<file path="config.mk">
export PLATFORM = sky130hd
export DESIGN_NAME = assembly_text_tokenizer_unit
export DESIGN_NICKNAME = d
export VERILOG_FILES = /design/src/design/att_pkg.sv /design/src/design/att_front.sv /design/src/design/att_fifo.sv /design/src/design/att_back.sv /design/src/design/assembly_text_tokenizer_unit.sv
export SDC_FILE = /design/constraint.sdc
export NUM_CORES = 2
export LEC_CHECK = 0
export BUFFER_PORTS_ARGS = -buffer_cell sky130_fd_sc_hd__buf_2
export CAP_MARGIN = 0
export CORE_UTILIZATION = 35
export DETAILED_ROUTE_END_ITERATION = 6
export HOLD_SLACK_MARGIN = 0.05
export PLACE_DENSITY_LB_ADDON = 0.1
export SYNTH_ARGS = -nofsm -noshare
export SYNTH_HDL_FRONTEND = slang
export SYNTH_SLANG_ARGS = --single-unit
</file>
<file path="constraint.sdc">
create_clock -name clk_i -period 10.5 [get_ports clk_i]
set_input_delay 1.575 -clock clk_i [delete_from_list [all_inputs] [get_ports clk_i]]
set_output_delay 1.575 -clock clk_i [all_outputs]
set_load 0.005 [all_outputs]
</file>
<file path="src/design/att_pkg.sv">
// Shared types, constants and the keyword table for the assembly text tokenizer.
// No dependencies.
package att_pkg;

  localparam int KW_COUNT = 230;
  localparam int KW_KEY_W = 40;

  typedef enum logic [3:0] {
    TK_NUMBER   = 4'd0,
    TK_IDENT    = 4'd1,
    TK_KEYWORD  = 4'd2,
    TK_COMMA    = 4'd3,
    TK_LBRACKET = 4'd4,
    TK_RBRACKET = 4'd5,
    TK_LBRACE   = 4'd6,
    TK_RBRACE   = 4'd7,
    TK_PLUS     = 4'd8,
    TK_MINUS    = 4'd9,
    TK_ASTERISK = 4'd10,
    TK_DOLLAR   = 4'd11,
    TK_NEWLINE  = 4'd12,
    TK_END      = 4'd13,
    TK_ERROR    = 4'd14
  } token_kind_e;

  typedef enum logic [2:0] {
    SM_IDLE = 3'd0,
    SM_ZERO = 3'd1,
    SM_DEC  = 3'd2,
    SM_HEX  = 3'd3,
    SM_BIN  = 3'd4,
    SM_NAME = 3'd5
  } scan_mode_e;

  // One accepted character's worth of tokens: an optional flushed number or
  // name, then an optional single-character token.
  typedef struct packed {
    logic                has_a;
    logic                a_is_name;
    logic [63:0]         value;
    logic                sat;
    logic [63:0]         head;
    logic [7:0]          len;
    logic [KW_KEY_W-1:0] key;
    logic                has_b;
    token_kind_e         b_kind;
  } att_rec_t;

  // Names right-aligned, first character in the most significant used byte.
  localparam logic [KW_KEY_W-1:0] KW_TABLE [KW_COUNT] = '{
    "cr0","cr1","cr2","cr3","cr4","cr8",
    "dr0","dr1","dr2","dr3","dr4","dr5","dr6","dr7",
    "k1","k2","k3","k4","k5","k6","k7",
    "es","cs","ss","ds","fs","gs",
    "st0","st1","st2","st3","st4","st5","st6","st7",
    "bnd0","bnd1","bnd2","bnd3",
    "tmm0","tmm1","tmm2","tmm3","tmm4","tmm5","tmm6","tmm7",
    "mm0","mm1","mm2","mm3","mm4","mm5","mm6","mm7",
    "zmm0","zmm1","zmm2","zmm3","zmm4","zmm5","zmm6","zmm7",
    "zmm8","zmm9","zmm10","zmm11","zmm12","zmm13","zmm14","zmm15",
    "zmm16","zmm17","zmm18","zmm19","zmm20","zmm21","zmm22","zmm23",
    "zmm24","zmm25","zmm26","zmm27","zmm28","zmm29","zmm30","zmm31",
    "ymm0","ymm1","ymm2","ymm3","ymm4","ymm5","ymm6","ymm7",
    "ymm8","ymm9","ymm10","ymm11","ymm12","ymm13","ymm14","ymm15",
    "ymm16","ymm17","ymm18","ymm19","ymm20","ymm21","ymm22","ymm23",
    "ymm24","ymm25","ymm26","ymm27","ymm28","ymm29","ymm30","ymm31",
    "xmm0","xmm1","xmm2","xmm3","xmm4","xmm5","xmm6","xmm7",
    "xmm8","xmm9","xmm10","xmm11","xmm12","xmm13","xmm14","xmm15",
    "xmm16","xmm17","xmm18","xmm19","xmm20","xmm21","xmm22","xmm23",
    "xmm24","xmm25","xmm26","xmm27","xmm28","xmm29","xmm30","xmm31",
    "rax","rcx","rdx","rbx","rsp","rbp","rsi","rdi",
    "r8","r9","r10","r11","r12","r13","r14","r15",
    "eax","ecx","edx","ebx","esp","ebp","esi","edi",
    "r8d","r9d","r10d","r11d","r12d","r13d","r14d","r15d",
    "ax","cx","dx","bx","sp","bp","si","di",
    "r8w","r9w","r10w","r11w","r12w","r13w","r14w","r15w",
    "al","cl","dl","bl","spl","bpl","sil","dil",
    "ah","ch","dh","bh",
    "r8b","r9b","r10b","r11b","r12b","r13b","r14b","r15b",
    "byte","word","dword","qword","tword",
    "1to2","1to4","1to8","1to16","1to32",
    "rel"
  };

  function automatic logic is_dec(input logic [7:0] c);
    return (c >= "0") && (c <= "9");
  endfunction

  function automatic logic is_letter(input logic [7:0] c);
    return ((c >= "a") && (c <= "z")) || ((c >= "A") && (c <= "Z"));
  endfunction

endpackage

</file>
<file path="src/design/att_front.sv">
// Scanner front end: accepts characters, tracks the running token and builds
// one record of finished tokens per character. Depends on att_pkg.
module att_front import att_pkg::*; #(
  parameter int NameHeadChars = 8
) (
  input  logic     clk_i,
  input  logic     rst_ni,
  input  logic     accept_i,
  input  logic [7:0] char_code_i,
  input  logic     end_of_text_i,
  input  logic     force_keyword_i,
  output att_rec_t rec_o
);

  localparam int BufW = 8 * NameHeadChars;

  scan_mode_e          mode_q, mode_d;
  logic [63:0]         acc_q, acc_d;
  logic                clamp_q, clamp_d;
  logic                stop_q, stop_d;
  logic [BufW-1:0]     buf_q, buf_d;
  logic [7:0]          cnt_q, cnt_d;
  logic [KW_KEY_W-1:0] key_q, key_d;

  logic [7:0]  c;
  logic        hex_ok;
  logic [3:0]  hex_d;
  logic [67:0] sum10, sum16, sum2;

  assign c = char_code_i;

  always_comb begin
    hex_ok = 1'b1;
    hex_d  = 4'd0;
    if (is_dec(c)) begin
      hex_d = 4'(c - "0");
    end else if ((c >= "a") && (c <= "f")) begin
      hex_d = 4'(c - "a" + 8'd10);
    end else if ((c >= "A") && (c <= "F")) begin
      hex_d = 4'(c - "A" + 8'd10);
    end else begin
      hex_ok = 1'b0;
    end
  end

  assign sum10 = ({4'd0, acc_q} << 3) + ({4'd0, acc_q} << 1) + {64'd0, hex_d};
  assign sum16 = ({4'd0, acc_q} << 4) + {64'd0, hex_d};
  assign sum2  = ({4'd0, acc_q} << 1) + {64'd0, hex_d};

  always_comb begin
    logic redispatch;
    logic [67:0] sum;
    logic do_acc;
    redispatch = 1'b0;
    do_acc     = 1'b0;
    sum        = sum10;
    mode_d  = mode_q;
    acc_d   = acc_q;
    clamp_d = clamp_q;
    stop_d  = stop_q;
    buf_d   = buf_q;
    cnt_d   = cnt_q;
    key_d   = key_q;
    rec_o   = '0;
    rec_o.b_kind = TK_END;

    if (end_of_text_i) begin
      if (mode_q != SM_IDLE) begin
        rec_o.has_a = 1'b1;
      end
      rec_o.has_b  = 1'b1;
      rec_o.b_kind = TK_END;
      mode_d  = SM_IDLE;
      acc_d   = '0;
      clamp_d = 1'b0;
      stop_d  = 1'b0;
      buf_d   = '0;
      cnt_d   = '0;
      key_d   = '0;
    end else begin
      case (mode_q)
        SM_ZERO: begin
          if (c == "x") begin
            mode_d = SM_HEX;
          end else if (c == "b") begin
            mode_d = SM_BIN;
          end else if (is_dec(c)) begin
            mode_d = SM_DEC;
            acc_d  = {60'd0, hex_d};
          end else begin
            rec_o.has_a = 1'b1;
            redispatch  = 1'b1;
          end
        end
        SM_DEC: begin
          if (is_dec(c)) begin
            do_acc = 1'b1;
            sum    = sum10;
          end else begin
            rec_o.has_a = 1'b1;
            redispatch  = 1'b1;
          end
        end
        SM_HEX: begin
          if (hex_ok) begin
            do_acc = 1'b1;
            sum    = sum16;
          end else begin
            rec_o.has_a = 1'b1;
            redispatch  = 1'b1;
          end
        end
        SM_BIN: begin
          if (hex_ok) begin
            if (!stop_q && (hex_d < 4'd2)) begin
              do_acc = 1'b1;
              sum    = sum2;
            end else begin
              stop_d = 1'b1;
            end
          end else begin
            rec_o.has_a = 1'b1;
            redispatch  = 1'b1;
          end
        end
        SM_NAME: begin
          if (is_letter(c) || is_dec(c)) begin
            for (int i = 0; i < NameHeadChars; i++) begin
              if (cnt_q == 8'(i)) begin
                buf_d[8*i +: 8] = c;
              end
            end
            if (cnt_q != 8'hFF) begin
              cnt_d = cnt_q + 8'd1;
            end
            key_d = {key_q[KW_KEY_W-9:0], c};
          end else begin
            rec_o.has_a = 1'b1;
            redispatch  = 1'b1;
          end
        end
        default: begin
          redispatch = 1'b1;
        end
      endcase

      // Saturate: once clamped, drop further digits.
      if (do_acc && !clamp_q) begin
        if (sum[67:64] != 4'd0) begin
          acc_d   = '1;
          clamp_d = 1'b1;
        end else begin
          acc_d = sum[63:0];
        end
      end

      if (redispatch) begin
        mode_d  = SM_IDLE;
        acc_d   = '0;
        clamp_d = 1'b0;
        stop_d  = 1'b0;
        buf_d   = '0;
        cnt_d   = '0;
        key_d   = '0;
        if ((c == " ") || (c == 8'h09) || (c == 8'h0D) || (c == 8'h0B) ||
            (c == 8'h0C)) begin
          mode_d = SM_IDLE;
        end else if (is_dec(c) && !force_keyword_i) begin
          if (c == "0") begin
            mode_d = SM_ZERO;
          end else begin
            mode_d = SM_DEC;
            acc_d  = {60'd0, hex_d};
          end
        end else if (is_letter(c) || is_dec(c)) begin
          mode_d         = SM_NAME;
          buf_d[7:0]     = c;
          cnt_d          = 8'd1;
          key_d          = {{(KW_KEY_W-8){1'b0}}, c};
        end else begin
          rec_o.has_b = 1'b1;
          case (c)
            ",":     rec_o.b_kind = TK_COMMA;
            "[":     rec_o.b_kind = TK_LBRACKET;
            "]":     rec_o.b_kind = TK_RBRACKET;
            "{":     rec_o.b_kind = TK_LBRACE;
            "}":     rec_o.b_kind = TK_RBRACE;
            "+":     rec_o.b_kind = TK_PLUS;
            "-":     rec_o.b_kind = TK_MINUS;
            "*":     rec_o.b_kind = TK_ASTERISK;
            "$":     rec_o.b_kind = TK_DOLLAR;
            8'h0A:   rec_o.b_kind = TK_NEWLINE;
            default: rec_o.b_kind = TK_ERROR;
          endcase
        end
      end
    end

    // Flushed token is taken from the state before this character.
    if (rec_o.has_a) begin
      rec_o.a_is_name = (mode_q == SM_NAME);
      if (mode_q == SM_NAME) begin
        rec_o.head = 64'(buf_q);
        rec_o.len  = cnt_q;
        rec_o.key  = key_q;
      end else begin
        rec_o.value = acc_q;
        rec_o.sat   = clamp_q;
      end
    end
  end

  always_ff @(posedge clk_i or negedge rst_ni) begin
    if (!rst_ni) begin
      mode_q  <= SM_IDLE;
      acc_q   <= '0;
      clamp_q <= 1'b0;
      stop_q  <= 1'b0;
      buf_q   <= '0;
      cnt_q   <= '0;
      key_q   <= '0;
    end else if (accept_i) begin
      mode_q  <= mode_d;
      acc_q   <= acc_d;
      clamp_q <= clamp_d;
      stop_q  <= stop_d;
      buf_q   <= buf_d;
      cnt_q   <= cnt_d;
      key_q   <= key_d;
    end
  end

endmodule

</file>
<file path="src/design/att_fifo.sv">
// Two-entry record queue between scanner and emitter.
// Depends on att_pkg.
module att_fifo import att_pkg::*; (
  input  logic     clk_i,
  input  logic     rst_ni,
  input  logic     push_i,
  input  att_rec_t wdata_i,
  output logic     full_o,
  input  logic     pop_i,
  output logic     valid_o,
  output att_rec_t rdata_o
);

  att_rec_t    mem_q [2];
  logic        wptr_q, rptr_q;
  logic [1:0]  cnt_q;

  assign full_o  = (cnt_q == 2'd2);
  assign valid_o = (cnt_q != 2'd0);
  assign rdata_o = mem_q[rptr_q];

  always_ff @(posedge clk_i) begin
    if (push_i) begin
      mem_q[wptr_q] <= wdata_i;
    end
  end

  always_ff @(posedge clk_i or negedge rst_ni) begin
    if (!rst_ni) begin
      wptr_q <= 1'b0;
      rptr_q <= 1'b0;
      cnt_q  <= 2'd0;
    end else begin
      if (push_i) begin
        wptr_q <= ~wptr_q;
      end
      if (pop_i) begin
        rptr_q <= ~rptr_q;
      end
      cnt_q <= cnt_q + {1'b0, push_i} - {1'b0, pop_i};
    end
  end

endmodule

</file>
<file path="src/design/att_back.sv">
// Emitter: matches names against the keyword table and streams the tokens of
// each queued record through an output register. Depends on att_pkg.
module att_back import att_pkg::*; (
  input  logic        clk_i,
  input  logic        rst_ni,
  input  logic        head_valid_i,
  input  att_rec_t    head_i,
  output logic        pop_o,
  output logic        out_valid_o,
  input  logic        out_ready_i,
  output token_kind_e kind_o,
  output logic [7:0]  kw_index_o,
  output logic [63:0] value_o,
  output logic        sat_o,
  output logic [63:0] head_o,
  output logic [7:0]  len_o,
  output logic        last_o
);

  logic        phase_q;
  logic        valid_q;
  logic        load;
  logic        on_a;
  logic        is_last;
  logic        hit;
  logic [7:0]  hit_idx;

  always_comb begin
    hit     = 1'b0;
    hit_idx = '0;
    for (int k = KW_COUNT - 1; k >= 0; k--) begin
      if (head_i.key == KW_TABLE[k]) begin
        hit     = 1'b1;
        hit_idx = 8'(k);
      end
    end
    if ((head_i.len == 8'd0) || (head_i.len > 8'd5)) begin
      hit = 1'b0;
    end
  end

  assign on_a    = !phase_q && head_i.has_a;
  assign is_last = on_a ? !head_i.has_b : 1'b1;
  assign load    = head_valid_i && (!valid_q || out_ready_i);
  assign pop_o   = load && is_last;

  always_ff @(posedge clk_i or negedge rst_ni) begin
    if (!rst_ni) begin
      phase_q <= 1'b0;
      valid_q <= 1'b0;
    end else begin
      if (load) begin
        phase_q <= !is_last;
        valid_q <= 1'b1;
      end else if (out_ready_i) begin
        valid_q <= 1'b0;
      end
    end
  end

  always_ff @(posedge clk_i) begin
    if (load) begin
      kind_o     <= head_i.b_kind;
      kw_index_o <= '0;
      value_o    <= '0;
      sat_o      <= 1'b0;
      head_o     <= '0;
      len_o      <= '0;
      last_o     <= is_last;
      if (on_a) begin
        if (head_i.a_is_name) begin
          kind_o     <= hit ? TK_KEYWORD : TK_IDENT;
          kw_index_o <= hit ? hit_idx : 8'd0;
          head_o     <= head_i.head;
          len_o      <= head_i.len;
        end else begin
          kind_o  <= TK_NUMBER;
          value_o <= head_i.value;
          sat_o   <= head_i.sat;
        end
      end
    end
  end

  assign out_valid_o = valid_q;

  a_phase_needs_pair: assert property (@(posedge clk_i) disable iff (!rst_ni)
    phase_q |-> (head_valid_i && head_i.has_a && head_i.has_b))
    else $error("second token pending without a two-token record");

  a_record_nonempty: assert property (@(posedge clk_i) disable iff (!rst_ni)
    head_valid_i |-> (head_i.has_a || head_i.has_b))
    else $error("queued record carries no token");

  a_pop_last: assert property (@(posedge clk_i) disable iff (!rst_ni)
    pop_o |=> (valid_q && last_o && !phase_q))
    else $error("record popped before its final token");

endmodule

</file>
<file path="src/design/assembly_text_tokenizer_unit.sv">
// Assembly text tokenizer top level: scanner, record queue and emitter.
// Depends on att_pkg, att_front, att_fifo, att_back.
//
// Takes one text character per cycle and, while out_ready_i is high, emits
// tokens one per cycle through a registered output. A character that both
// ends a number or name and is itself a token (or an end-of-text mark with a
// pending token) yields two tokens, emitted in turn; a two-entry queue between
// the scanner and the emitter absorbs this, and input is held off only while
// that queue is full. An accepted character's record is written into the queue
// and then loaded into the output register. The keyword lookup compares the
// name against all table entries in parallel in the emitter stage.
module assembly_text_tokenizer_unit import att_pkg::*; #(
  parameter int NAME_HEAD_CHARS = 8
) (
  input  logic        clk_i,
  input  logic        rst_ni,
  input  logic        in_valid_i,
  output logic        in_ready_o,
  input  logic [7:0]  char_code_i,
  input  logic        end_of_text_i,
  input  logic        force_keyword_i,
  output logic        out_valid_o,
  input  logic        out_ready_i,
  output logic [3:0]  token_kind_o,
  output logic [7:0]  keyword_index_o,
  output logic [63:0] number_value_o,
  output logic        number_saturated_o,
  output logic [63:0] name_head_o,
  output logic [7:0]  name_length_o,
  output logic        last_o
);

  att_rec_t    rec, head;
  logic        accept, full, head_valid, pop;
  token_kind_e kind;

  assign in_ready_o = !full;
  assign accept     = in_valid_i && !full;

  att_front #(.NameHeadChars(NAME_HEAD_CHARS)) u_front (
    .clk_i, .rst_ni,
    .accept_i        (accept),
    .char_code_i,
    .end_of_text_i,
    .force_keyword_i,
    .rec_o           (rec)
  );

  att_fifo u_fifo (
    .clk_i, .rst_ni,
    .push_i  (accept && (rec.has_a || rec.has_b)),
    .wdata_i (rec),
    .full_o  (full),
    .pop_i   (pop),
    .valid_o (head_valid),
    .rdata_o (head)
  );

  att_back u_back (
    .clk_i, .rst_ni,
    .head_valid_i (head_valid),
    .head_i       (head),
    .pop_o        (pop),
    .out_valid_o,
    .out_ready_i,
    .kind_o       (kind),
    .kw_index_o   (keyword_index_o),
    .value_o      (number_value_o),
    .sat_o        (number_saturated_o),
    .head_o       (name_head_o),
    .len_o        (name_length_o),
    .last_o
  );

  assign token_kind_o = kind;

endmodule

</file>
==> flow_summary.toml <==
[yosys]
async_flop_share = 0.2652
synthTopCellsByArea = "edfxtp_1 41%, dfrtp_1 12%, ha_1 4.6%, mux2i_1 3.8%, and2_1 3.6%"
synth_flop_cell = "edfxtp_1"
ys_seq_elements = 705
synth_common_cells = "518 x edfxtp_1, 298 x nor2_1, 284 x nand2_1"
yosysSeqAreaShare = 0.5321
synth_edf_count = 518
yosys.cell_types.count = 105
synth_warnings = 0
post-synth-top-count-cell = "edfxtp_1"
avgSynthCellArea_sq_um = 11.11
synth.largest_area_cell = "edfxtp_1"
netlist_instances = 3424
synth_area_sq_um = 38030
syn_nets = 3580
synth_top_area_frac = 0.4091

[floorplanning]
die_area_sq_um = 110000
fp.dieW_um = 331.6
die_h_um = 331.6
ios = 166
initial_utilization = 0.3542
core_area_sq_um = 107400
rows = 120

[sta]
slew_viol_final = 0
final.setup_skew_ns = 0.03740
hold_violations = 0
rsz0062_at_grt = "false"
min_period_ns = 6.963
slew_headroom = 0.1490
tightest_slew_ns = 1.277
fmax_mhz = 143.6
fin_crit_sh = 0.6632
whs_ns = 0.4681
setup-tns-final_ns = 0
setup_viol = 0

[pwr]
leakage_uw = 0.01701
power-per-cell-area_nw_per_um2 = 205.1
ir_drop_mv = 0.1381

[worst_setup_path]
path_delay_family = "compound AO/OA/AOI/OAI gates"
reg2reg_slack_ns = 4.44
crit_buf_inv = 5
end_kind = "flip-flop"
slowest_delay_ns = 0.53
r2r_start = "u_fifo.rptr_q"
arrival_ns = 7.51
cpMaxStageDelayCell = "or4b_1"
path_class = "in -> reg"
r2r_end = "u_back.kind_o[1]"
start_kind = "input pin"
worst_r2r_path_depth = 14
required_ns = 11.04
crit_fanout = 27
crit_chain = "buf_2 -> inv_1 -> ha_1 -> or4b_1 -> and4b_1 -> nor2_1 -> nor2_1 -> inv_1 -> fa_1 -> inv_1 -> ha_1 -> a211oi_1 -> o21a_1 -> o211ai_1 -> o211ai_1 -> a31oi_1 -> nor3_1 -> o2bb2ai_1 -> a311o_1 -> a211oi_4 -> buf_4 -> nor2_1 -> a221o_1"

[placement]
gp_congestion = 0.9588
placed_area_sq_um = 40390
port_buffers = 165
dpl.cell_count = 4871
place_hpwl_mm = 80.30

[grt]
antenna_found_initial = 7
grt_max_degree = 123
grt_usage = 0.2075
grt_pass1_vias = 27770
grt-ovfl-total = 0
grt_pass1_wl_mm = 177.1

[hold_path]
min_to = "u_front.buf_q[52]"
hp-class = "reg -> reg"
hold_start = "u_front.buf_q[52]"
worstHoldPathCells = 2

[cts]
postCtsSetupBuffers = 0
cts_tree = "yes"
htreeDepth = 3
cts-resized-gates = 0
clockBufferDepth = 3
cts.clk_slew.worst_paths_ns = 0.06
cts-root-buf = "clkbuf_16"
cts_buffers = 81
ctsHoldBuffers = 0
clkLatencyLatePin_ns = 0.66
numClockSinks = 705

[layout]
final_nets = 3707
syn2layout_area_growth_pct = 13.44
drive_above_1_share = 0.1207
final_cells = 5024
nFillCells = 10340
stdcell_area_sq_um = 43140

[drt]
dr.pass1.iters = 6
drt_wl_total_mm = 115.9
vias = 27920
ant_nets = 0
remaining_drc_errors = 0
vias_per_cell = 5.558
first_iter_violations = 2002
avgRoutedWirePerCell_um = 23.07

[job]
max-cap-violations = 0

[outcome]
outcome = "finished, final reports clean"
[area by class of cell]
type	count	area (sq um)	share of cell area
multi-input combinational	2503	16990	0.3939
sequential	705	20240	0.4692
inverter	47	176.4	0.004090
clock buffer	119	2333	0.05410
timing repair buffer	213	1232	0.02857
clock inverter	33	406.6	0.009427
tap	1403	1755	0.04070
antenna	1	2.502	0.00005801
[cells in the final DEF, fill, tap and decap left out, types with 89 or more instances in the layout]
| master | n |
|---|---|
| ha_1 | 139 |
| buf_2 | 164 |
| nand3_1 | 100 |
| mux2i_1 | 146 |
| dfrtp_1 | 186 |
| and2_1 | 217 |
| a21oi_1 | 140 |
| nand2_1 | 283 |
| a22o_1 | 89 |
| nor2_1 | 293 |
| o21ai_0 | 149 |
| edfxtp_1 | 518 |
[how the worst max path moves through the flow]
stage	start	to	slack [ns]	depth (start not counted)
6_report	char_code_i[1]	u_front.acc_q[35]	3.54	23
5_1_grt	char_code_i[1]	u_front.acc_q[35]	3.09	23
4_1_cts	char_code_i[1]	u_front.acc_q[46]	3.53	23
3_5_place_dp	char_code_i[1]	u_front.acc_q[46]	2.84	23
3_3_place_gp	char_code_i[1]	u_front.acc_q[0]	3.00	23
2_1_floorplan	char_code_i[1]	u_fifo.mem_q[0][0]	-1.98	13
[worst min-delay path: stages, from the launching register on]
cell     delay (ns)
dfrtp_1        0.33
nand2_1        0.04
o21ai_0        0.06
[power by group]
group / internal [uW] / switching [uW]
clock: 1660 / 1200
sequential: 3740 / 212
combinational: 650 / 1380
[metrics by stage]
step	utilization	power (uW)	worst slack (ns)
2_1_floorplan	-	5396	-1.980
3_3_place_gp	0.3763	6089	3.003
3_5_place_dp	0.3763	6096	2.840
4_1_cts	0.4018	9010	3.534
5_1_grt	0.4018	9299	3.090
6_report	0.4018	8846	3.537
[logic make-up after synthesis]
family	Yosys count	share of synthesized area
AND/OR/NAND/NOR	1255	0.1714
AO/OA/AOI/OAI	802	0.1484
flip-flops	705	0.5321
buffers and inverters	216	0.02422
multiplexers	173	0.04643
adder cells (fa/ha/maj)	142	0.04732
XOR/XNOR	131	0.03017
[state kept, by name (all words and copies together), names as in the netlist, 2 cells and up]
register / flops
u_front.acc_q: 64
u_front.mode_q: 3
u_back.len_o: 8
u_front.buf_q: 64
u_front.key_q: 40
u_fifo.cnt_q: 2
u_fifo.mem_q: 368
u_back.kind_o: 4
u_back.head_o: 64
u_back.value_o: 64
u_back.kw_index_o: 8
u_front.cnt_q: 8
[routing by layer]
metal,global-route usage,share of wire
met5,0,0.00052
met4,0.06413,0.028
met3,0.03531,0.050
met2,0.3375,0.47
met1,0.2814,0.45
(Power assumes the default switching activity.)
